**src/sv/sms_pkg.sv**
```systemverilog
// Shared constants and types for the stable merge sorter.
// Depends on nothing; every other file of the block imports it.
package sms_pkg;

   localparam int CAPACITY = 64;
   localparam int ADDR_W   = $clog2(CAPACITY);
   localparam int CNT_W    = ADDR_W + 1;
   localparam int DATA_W   = 32;

   typedef logic [DATA_W-1:0] data_type;
   typedef logic [ADDR_W-1:0] addr_type;
   typedef logic [CNT_W-1:0]  cnt_type;

   // memory requests issued by the merge sequencer
   typedef struct packed {
      addr_type rd_a;
      addr_type rd_b;
      logic     wr_en;
      addr_type wr_addr;
      data_type wr_data;
      logic     src_sel;
   } mem_req_type;

endpackage

```
**src/sv/sms_merge.sv**
```systemverilog
// Merge sequencer: bottom-up merge passes of doubling run width over two
// ping-pong memories, one element through the shared compare unit a cycle.
// Depends on sms_pkg.
module sms_merge
   import sms_pkg::*;
(
   input  logic        clock,
   input  logic        reset,
   input  logic        start,
   input  cnt_type     n,
   input  data_type    head_a,
   input  data_type    head_b,
   output mem_req_type mreq,
   output logic        done
);

   typedef enum logic [2:0] {
      M_IDLE = 3'b001,
      M_RUN  = 3'b010,
      M_GAP  = 3'b100
   } m_state_type;

   m_state_type state_ff, state_in;
   cnt_type     n_ff, n_in;
   cnt_type     w_ff, w_in;
   cnt_type     a_ff, a_in;
   cnt_type     mid_ff, mid_in;
   cnt_type     b_ff, b_in;
   cnt_type     hi_ff, hi_in;
   cnt_type     k_ff, k_in;
   logic        src_ff, src_in;

   logic        a_ok;
   logic        b_ok;
   logic        take_a;
   cnt_type     k_nx;
   cnt_type     w2;

   // clamp a run bound to the batch size
   function automatic cnt_type clamp(input logic [CNT_W:0] x, input cnt_type lim);
      clamp = (x > {1'b0, lim}) ? lim : x[CNT_W-1:0];
   endfunction

   always_comb begin
      state_in = state_ff;
      n_in     = n_ff;
      w_in     = w_ff;
      a_in     = a_ff;
      mid_in   = mid_ff;
      b_in     = b_ff;
      hi_in    = hi_ff;
      k_in     = k_ff;
      src_in   = src_ff;
      a_ok     = a_ff < mid_ff;
      b_ok     = b_ff < hi_ff;
      // left run wins ties to keep the sort stable
      take_a   = a_ok && (!b_ok || ($signed(head_a) <= $signed(head_b)));
      k_nx     = k_ff + 1'b1;
      w2       = {w_ff[CNT_W-2:0], 1'b0};

      unique case (state_ff)
         M_IDLE: begin
            if (start) begin
               n_in     = n;
               w_in     = cnt_type'(1);
               a_in     = '0;
               mid_in   = clamp((CNT_W+1)'(1), n);
               b_in     = clamp((CNT_W+1)'(1), n);
               hi_in    = clamp((CNT_W+1)'(2), n);
               k_in     = '0;
               src_in   = 1'b0;
               state_in = M_GAP;
            end
         end
         // an idle state between passes lets the head reads see the last write
         M_GAP: begin
            if (w_ff >= n_ff) begin
               state_in = M_IDLE;
            end else begin
               state_in = M_RUN;
            end
         end
         M_RUN: begin
            if (take_a) begin
               a_in = a_ff + 1'b1;
            end else begin
               b_in = b_ff + 1'b1;
            end
            k_in = k_nx;
            if (k_nx == hi_ff) begin
               if (hi_ff == n_ff) begin
                  // pass done: double the width, swap source and destination
                  w_in     = w2;
                  a_in     = '0;
                  mid_in   = clamp({1'b0, w2}, n_ff);
                  b_in     = clamp({1'b0, w2}, n_ff);
                  hi_in    = clamp({w2, 1'b0}, n_ff);
                  k_in     = '0;
                  src_in   = ~src_ff;
                  state_in = M_GAP;
               end else begin
                  // advance to the next pair of runs
                  a_in   = hi_ff;
                  mid_in = clamp({1'b0, hi_ff} + {1'b0, w_ff}, n_ff);
                  b_in   = clamp({1'b0, hi_ff} + {1'b0, w_ff}, n_ff);
                  hi_in  = clamp({1'b0, hi_ff} + {w_ff, 1'b0}, n_ff);
                  k_in   = hi_ff;
               end
            end
         end
         default: begin
            state_in = M_IDLE;
         end
      endcase
   end

   always_ff @(posedge clock) begin
      if (reset) begin
         state_ff <= M_IDLE;
         src_ff   <= 1'b0;
      end else begin
         state_ff <= state_in;
         src_ff   <= src_in;
      end
      n_ff   <= n_in;
      w_ff   <= w_in;
      a_ff   <= a_in;
      mid_ff <= mid_in;
      b_ff   <= b_in;
      hi_ff  <= hi_in;
      k_ff   <= k_in;
   end

   assign mreq.rd_a    = a_in[ADDR_W-1:0];
   assign mreq.rd_b    = b_in[ADDR_W-1:0];
   assign mreq.wr_en   = (state_ff == M_RUN);
   assign mreq.wr_addr = k_ff[ADDR_W-1:0];
   assign mreq.wr_data = take_a ? head_a : head_b;
   assign mreq.src_sel = src_ff;
   assign done         = (state_ff == M_GAP) && (w_ff >= n_ff);

endmodule

```
**config.mk**
```make
export PLATFORM = sky130hd
export DESIGN_NAME = sms_merge
export DESIGN_NICKNAME = d
export VERILOG_FILES = /design/src/sv/sms_pkg.sv /design/src/sv/sms_merge.sv
export SDC_FILE = /design/constraint.sdc
export NUM_CORES = 1
export LEC_CHECK = 0
export BUFFER_PORTS_ARGS = -buffer_cell sky130_fd_sc_hd__buf_2
export CAP_MARGIN = 10
export CORE_AREA = 2 2 101 103
export DETAILED_ROUTE_END_ITERATION = 8
export DIE_AREA = 0 0 103 105
export GPL_TIMING_DRIVEN = 0
export PLACE_DENSITY_LB_ADDON = 0.1
export SKIP_CTS_REPAIR_TIMING = 1
export SKIP_LAST_GASP = 1
export SLEW_MARGIN = 20
export SYNTH_ARGS = -nofsm -noshare
export SYNTH_HDL_FRONTEND = slang
export SYNTH_SLANG_ARGS = --single-unit
```
**constraint.sdc**
```tcl
create_clock -name clock -period 10.9 [get_ports clock]
set_input_delay 1.635 -clock clock [delete_from_list [all_inputs] [get_ports clock]]
set_output_delay 1.635 -clock clock [all_outputs]
set_load 0.01 [all_outputs]
```
# Word level (Yosys, flattened, before mapping)
# Cells that the tools add are included.
# word_totals
inputBits	74
wordCells	89
ff_bits	53
# op_classes
n_mux	40
n_addsub	5
order_cmp	10
n_eq_ne	10
n_reduce_logical	12
bitwise_logic	1
# ops
op	count
7-bit 2-to-1 mux	24
7-bit one-hot mux with 2 select lines	6
32-bit less-or-equal comparator	1
32-bit 2-to-1 mux	1
8-bit by 7-bit greater-than comparator with 1-bit output	3
7-bit by 1-bit adder with 7-bit output, second input constant	3
7-bit equality test	2
7-bit < comparator	2
3-bit AND reduction	4
3-bit 2-to-1 mux	3
3-bit one-hot mux with 3 select lines	1
7-bit by 7-bit adder with 8-bit output	1
7-bit by 8-bit adder with 8-bit output	1
7-bit greater-or-equal comparator	1
1-bit by 7-bit greater-than comparator with 1-bit output, first input constant	1
2-bit by 7-bit greater-than comparator with 1-bit output, first input constant	1
7-bit greater-than comparator	1
2-bit by 1-bit inequality test with 1-bit output, second input constant	2
2-bit AND reduction	2
4-bit AND reduction	1
3-bit by 1-bit equality test with 1-bit output, second input constant	1
3-bit by 2-bit equality test with 1-bit output, second input constant	1
3-bit equality test, second input constant	1
1-bit 2-to-1 mux	3
other kinds (10)	11

# Depth between registers and ports, before layout
# Gate-level depths: netlist of run 1.
# depth
ltp_word	7
mapped_depth	19

# Worst setup path before layout of run 1
# OpenSTA, ideal clock, no wires.
# synth_path
kind	input port to output port
from	input head_b[14]
to	output mreq[50] (netlist name)
path_stages	12
required_ns	9.265
arrival_ns	3.918
slack_ns	5.347
cell_sequence	inv_1 -> ha_1 -> a21oi_2 -> nand2_1 -> a221o_1 -> o31ai_2 -> a21oi_2 -> or2_1 -> buf_6 -> o311a_1 -> a211o_1 -> buf_4
# synth_via
elab_chain_len	6
# synth_lines
element	line	source
from (decl)	sms_merge.sv:12	input data_type head_b,
32-bit less-or-equal comparator	sms_merge.sv:57	take_a = a_ok && (!b_ok || ($signed(head_a) <= $signed(head_b)));
1-bit logical OR	sms_merge.sv:57	
1-bit logical AND	sms_merge.sv:57	
7-bit 2-to-1 mux	sms_merge.sv:84	if (take_a) begin
7-bit 2-to-1 mux	sms_merge.sv:90	if (k_nx == hi_ff) begin
7-bit one-hot mux with 2 select lines	sms_merge.sv:61	unique case (state_ff)
to (decl)	sms_merge.sv:13	output mem_req_type mreq,
# No other way between the ends. The select of a mux whose other input is x is not followed.

# Final worst setup path of run 1
# layout_path
from	register hi_ff[1]
to	output mreq[43] (netlist name)
# layout_via
elab_chain_len	7
# layout_lines
element	line	source
from (decl)	sms_merge.sv:29	cnt_type hi_ff, hi_in;
from (signal assigned)	sms_merge.sv:130	hi_ff <= hi_in;
branches (longest 5 deep; another with 7-bit by 7-bit adder with 8-bit output)	n/a	
7-bit 2-to-1 mux (*)	sms_merge.sv:90	
7-bit one-hot mux with 2 select lines (*)	sms_merge.sv:61	
# Mark *: on every way between the ends. The select of a mux whose other input is x is not followed.

==> results of run 1 <==
==> final cells by class <==
| class | count | area share [%] |
|---|---|---|
| sequential | 53 | 21.8 |
| inverter | 76 | 4.34 |
| multi-input combinational | 523 | 56.5 |
| timing repair buffer | 126 | 9.60 |
| clock buffer | 6 | 1.43 |
| buffer | 38 | 3.56 |
| clock inverter | 2 | 0.267 |
| tap | 133 | 2.53 |
==> worst max-delay path, delay by kind of cell (launching register included) <==
kind,cells,cell delay [ns]
simple gates,5,1.16
compound gates,6,1.42
buf+inv,3,0.48
xor+xnor,1,0.16
fa+ha+maj,2,0.67
flops,1,0.66
==> sequential cells by signal (all words and copies together), names as in the netlist, 3 cells and up <==
| name | count |
|---|---|
| mid_ff | 7 |
| n_ff | 7 |
| w_ff | 7 |
| k_ff | 7 |
| hi_ff | 7 |
| b_ff | 7 |
| state_ff | 3 |
| a_ff | 7 |
==> worst paths after layout <==
kind                 start       end  slack [ns]  cells past startpoint
setup / recovery  hi_ff[1]  mreq[43]        4.39                     17
hold / removal      src_ff    src_ff        0.56                      2
setup reg to reg  hi_ff[1]   b_ff[3]        6.49                     15
hold reg to reg     src_ff    src_ff        0.56                      2
==> kinds of logic after synthesis <==
| kind of cell | after synthesis |
|---|---|
| adder cells (fa/ha/maj) | 94 |
| AO/OA/AOI/OAI | 176 |
| XOR/XNOR | 32 |
| multiplexers | 1 |
| buffers and inverters | 114 |
| flip-flops | 53 |
| AND/OR/NAND/NOR | 220 |
==> per-stage QoR <==
stage / cells / hold WS [ns] / cell area (sq um) / worst slack (ns)
after floorplan: 690 / 0.482 / 5660 / 5.35
after global placement: 949 / 0.509 / 6460 / 4.64
after detailed placement: 949 / 0.539 / 6460 / 4.64
after CTS: 957 / 0.559 / 6570 / 4.53
after global routing: 957 / 0.590 / 6570 / 4.28
final: 957 / 0.560 / 6570 / 4.39
==> cells in the mapped netlist, drive strengths merged (5+ instances only) <==
cell / n / share of area [%]
o211ai: 7 / 1.0
a21o: 12 / 1.6
a21oi: 40 / 3.7
xor2: 8 / 1.2
nor4: 6 / 1.0
buf: 26 / 3.3
and2: 12 / 1.3
o21ai: 53 / 4.7
inv: 76 / 5.0
nor2: 52 / 3.4
nor3: 14 / 1.2
nand2b: 6 / 0.66
nand4: 17 / 2.1
edfxtp: 37 / 20
o221ai: 5 / 0.77
a31oi: 9 / 0.99
o21a: 5 / 0.66
nand2: 77 / 5.1
ha: 92 / 20
xnor2: 22 / 3.4
nand3: 22 / 1.9
a211oi: 7 / 0.93
dfxtp: 16 / 5.7
clkbuf: 12 / 0.80
==> power breakdown <==
group,leakage [nW],internal (mW),switching [mW]
registers,0.485,0.226,0.0160
clock network,0.0573,0.0610,0.0724
logic,2.64,0.109,0.154
total,3.18,0.395,0.242
==> routing by layer <==
| layer | track usage, % | up-vias |
|---|---|---|
| met4 | 12.4 | 0 |
| met1 | 36.2 | 2504 |
| met3 | 3.48 | 52 |
| li1 | - | 2741 |
| met5 | 0 | - |
| met2 | 50.1 | 286 |
==> impl_metrics.csv, run 1 <==
group,metric,value,unit
synth,synth_area,0.00566,sq mm
synth,async_reset_ff_share,0,%
timing,rsz0062_at_grt,"false",
global_routing,grt_overflow,0,
synth,synth_flop_cell,"edfxtp_1",
route,wl_met3,1310,microns
final_layout,final_cell_mix,"buf_2 (130), ha_1 (92), nand2_1 (77)",
worst_setup_path,path_class,"reg2out",
status,status,"complete, no violations",
route,drt-total-wl,15900,microns
worst_setup_path,worst_path_largest_cell_delay,0.66,ns
synth,synthSimpleGateAreaFrac,18.6,%
final_layout,area_delta_synth_final,16.1,%
cts,clock_sinks,53,
final_layout,num-fill-cells,860,
timing,slew_headroom,42.3,%
route,top_layer_used,"met4",
synth,synth_xor_area_share,5.44,%
worst_setup_path,cp_cell_sequence,"inv_1 > fa_1 > nor2b_1 > o21ai_0 > nand2b_1 > a21o_1 > a21oi_1 > xnor2_1 > ha_1 > or3_1 > o32ai_1 > nand3_1 > o221a_2 > a222oi_1 > nand3_1 > buf_4 > buf_2",
floorplan,die_x,103,microns
synth,seq_area_frac_synth,25.3,%
cts,clock_path_buffers,2,
worst_setup_path,crit_path_start_kind,"register",
floorplan,coreArea,0.00964,sq mm
route,vias,5583,
final_layout,register_area,0.00143,sq mm
synth,synth_fp_nets,858,
power,p_per_area,97.1,mW/mm^2
timing,setup_viol,0,
cts,cts_tree,"yes",
final_layout,final_common_cell,"buf_2",
cts,cts_htree_levels,2,
synth,netlist_instances,690,
global_routing,grt_pass1_wl,25000,microns
floorplan,fp-row-count,36,
timing,slew_violations,0,
worst_hold_path,worstHoldPathType,"reg2reg",
route,drt_iter0_markers,373,
final_layout,finalNetCount,991,
final_layout,drive_gt1_share,20.9,%
route,wl_met1,6500,microns
floorplan,die_area,0.0108,sq mm
synth,synthAdderAreaFrac,21.0,%
worst_setup_path,cp_max_fo,10,
synth,synth_top_family_by_area,"adder cells",
synth,synth_area_per_cell,8.20,sq um
power,ir_drop,0.0834,mV
timing,min_period_over_period,59.7,%
cts,clkLatencyLatePin,0.31,ns
route,wire_per_inst,16.6,microns
route,postRouteAntennaNets,0,
timing,period_needed,6.51,ns
worst_setup_path,worst_setup_path_end_kind,"primary output",
route,drtPass1Iterations,5,
worst_setup_path,cp_common_cell,"nand3_1",
route,drcViolationCount,0,
cts,clock-root-buffer,"clkbuf_8",
final_layout,finish.utilization,68.1,%
timing,hold_viol,0,
timing,fmax,154,MHz
run,drv_cap,0,
global_routing,antenna_found_initial,0,
synth,synth_cell_types,63,
synth,synth-edff-count,37,
synth,ys.warnings.count,0,
route,routed_via_density,5.83,
timing,worst_pin_slew,0.862,ns
worst_setup_path,slowest_stage,"edfxtp_1",
placed_design,gp_congestion,0.940,
timing,tns,0,ns
floorplan,initial_core_util,58.7,%
cts,cts-buffers-inserted,5,
floorplan,die_h,105,microns
global_routing,grt_usage,29.2,%
floorplan,ios,127,
final_layout,diodes,0,
timing,fin_worst_skew,0.0102,ns
worst_setup_path,arrival,4.87,ns
synth,synth_compound_area_share,20.3,%
power,power,638,uW
placed_design,portBuffers,126,
cts,clk_pin_slew,0.11,ns
synth,synth_seq_cells,53,
synth,synthMuxAreaShare,0.177,%
power,leakage,3.18,nW
global_routing,grt_pass1_vias,5412,
placed_design,dp_hpwl,12600,microns
worst_setup_path,required,9.27,ns
route,dr_wl_met2,7460,microns
final_layout,multi_input_area,0.00371,sq mm
global_routing,grt_max_degree,19,
Power figures use the tool's default switching activity.
==> inputs of run 2 (changes only) <==
CORE_AREA = 2 2 109 111   (was 2 2 101 103)
DIE_AREA = 0 0 111 113   (was 0 0 103 105)
clock period = 5.6 ns   (was 10.9 ns; I/O delays follow)
==> run 2 against run 1 <==
- clock-buffer cell count did not move
- routed wire length increased by 3.7%
- via count shrank 0.29%
- critical path depth fell by 1
- sequential cell count unchanged
- largest cell class unchanged
- highest routed layer unchanged
==> impl_metrics.csv, run 2 (synthesis gave the netlist of run 1 again) <==
group,metric,value,unit
status,status,"complete, no violations",
floorplan,die_area,0.0125,sq mm
floorplan,coreArea,0.0113,sq mm
route,postRouteAntennaNets,0,
timing,slew_violations,0,
route,vias,5567,
cts,cts-buffers-inserted,5,
route,drtPass1Iterations,5,
floorplan,die_h,113,microns
final_layout,num-fill-cells,1011,
route,drcViolationCount,0,
timing,fin_worst_skew,0.0121,ns
timing,min_period_over_period,95.6,%
final_layout,register_area,0.00143,sq mm
cts,cts_htree_levels,2,
cts,cts_tree,"yes",
route,wire_per_inst,16.8,microns
placed_design,portBuffers,126,
power,switching_share,35.5,%
worst_setup_path,path_class,"reg2out",
timing,hold_viol,0,
global_routing,grt_pass1_vias,5394,
cts,clock-root-buffer,"clkbuf_16",
worst_setup_path,reg2reg_from,"w_ff[2]",
floorplan,die_x,111,microns
timing,setup_viol,0,
cts,clock_path_buffers,2,
worst_setup_path,cp_cell_sequence,"ha_1 > nor2b_1 > o21ai_0 > nand2b_1 > a21o_1 > a21oi_1 > xnor2_1 > ha_1 > or3_1 > o32ai_2 > nand3_2 > o221a_2 > a222oi_1 > nand3_1 > buf_4 > buf_2",
timing,period_needed,5.36,ns
run,drv_cap,0,
power,p_seq_share,34.6,%
worst_setup_path,crit_family,"compound AO/OA/AOI/OAI gates",
final_layout,finalNetCount,1003,
placed_design,dpl_cell_area,0.00647,sq mm
global_routing,grt_pass1_wl,26200,microns
floorplan,ios,127,
route,drt-total-wl,16400,microns
route,routed_via_density,5.69,
worst_setup_path,arrival,4.52,ns
worst_setup_path,worst_setup_path_end_kind,"primary output",
final_layout,area_delta_synth_final,19.1,%
worst_hold_path,min_from,"src_ff",
global_routing,grt_usage,25.8,%
worst_setup_path,crit_path_start_kind,"register",
final_layout,final_common_cell,"buf_2",
cts,clkLatencyLatePin,0.29,ns
power,ir_drop,0.134,mV
worst_hold_path,worstHoldPathType,"reg2reg",
worst_setup_path,required,4.76,ns
placed_design,gp_congestion,0.924,
route,drt_iter0_markers,372,
final_layout,drive_gt1_share,22.1,%
timing,fmax,187,MHz
worst_setup_path,cp_max_fo,10,
global_routing,antenna_found_initial,0,
power,p_sw,479,uW
floorplan,fp-row-count,39,
worst_setup_path,cp-startpoint,"w_ff[2]",
placed_design,dp_hpwl,12900,microns
worst_setup_path,worst_path_largest_cell_delay,0.58,ns
timing,slew_headroom,42.1,%
timing,tns,0,ns
final_layout,diodes,0,
floorplan,initial_core_util,50.2,%
final_layout,multi_input_area,0.00372,sq mm
power,leakage,3.27,nW
global_routing,grt_max_degree,18,
global_routing,grt_overflow,0,
worst_setup_path,slowest_stage,"edfxtp_1",
power,power_frac_clock,26.4,%
power,p_comb_share,39.0,%
power,p_per_area,200,mW/mm^2
worst_setup_path,cp_common_cell,"ha_1",
timing,rsz0062_at_grt,"false",
cts,clock_sinks,53,
final_layout,final_cell_mix,"buf_2 (130), ha_1 (92), nand2_1 (77)",
power,p_int,871,uW
worst_setup_path,cp_num_buf_inv,2,
cts,clk_pin_slew,0.07,ns
timing,worst_pin_slew,0.865,ns
final_layout,final_area,0.00674,sq mm
-- run 2: cell count changes in the layout (fill, tap and decap cells not counted) --
cell       previous run  this run
nand3_1              22        21
o32ai_1               3         2
clkbuf_16             1         5
bufinv_16             0         1
buf_4                21        33
clkbuf_8              5         0
clkbuf_1             12        13
inv_6                 2         1
nand3_2               0         1
o32ai_2               0         1
-- run 2: worst paths after layout --
kind,cells past startpoint,endpoint,slack [ns]
max,16,mreq[43],0.24
max reg2reg,14,b_ff[3],1.52
min reg2reg,2,src_ff,0.55
min,2,src_ff,0.55
-- run 2: worst min-delay path: stages, from the launching register on --
cell and delay (ns):
dfxtp_1 0.36, a21oi_1 0.08, nor2_1 0.08
-- run 2: final cells by class --
class,instances,area share [%]
plain buffers,38,3.47
clock buffers,6,1.91
clock inverters,2,0.576
inverters,76,4.23
multi-input cells,523,55.2
flip-flops and latches,53,21.2
well taps,143,2.66
repair buffers,138,10.7
-- run 2: through the flow --
| step | instances | util [%] | total power, mW | setup WS, ns | hold WS (ns) |
|---|---|---|---|---|---|
| finish | 979 | 59.8 | 1.35 | 0.245 | 0.547 |
| global route | 979 | 59.8 | 1.43 | 0.0255 | 0.595 |
| CTS | 967 | 58.9 | 1.34 | -0.0190 | 0.548 |
| detailed placement | 959 | 57.4 | 0.986 | 0.310 | 0.527 |
| global placement | 959 | 57.4 | 0.973 | 0.320 | 0.507 |
| floorplan | 690 | - | 0.812 | 1.15 | 0.482 |
-- run 2: power by group through the flow --
stage	registers, mW	clock network [mW]	logic (mW)
3_3_place_gp	0.478	0	0.495
4_1_cts	0.470	0.355	0.511
3_5_place_dp	0.479	0	0.507
5_1_grt	0.468	0.370	0.592
6_report	0.467	0.356	0.526
2_1_floorplan	0.465	0	0.347
-- run 2: per-layer routing --
metal	part of all wire, %	global-route usage (%)
met1	44	32.4
met2	46	44.9
met3	6.9	4.66
met4	2.6	9.33
met5	0	0
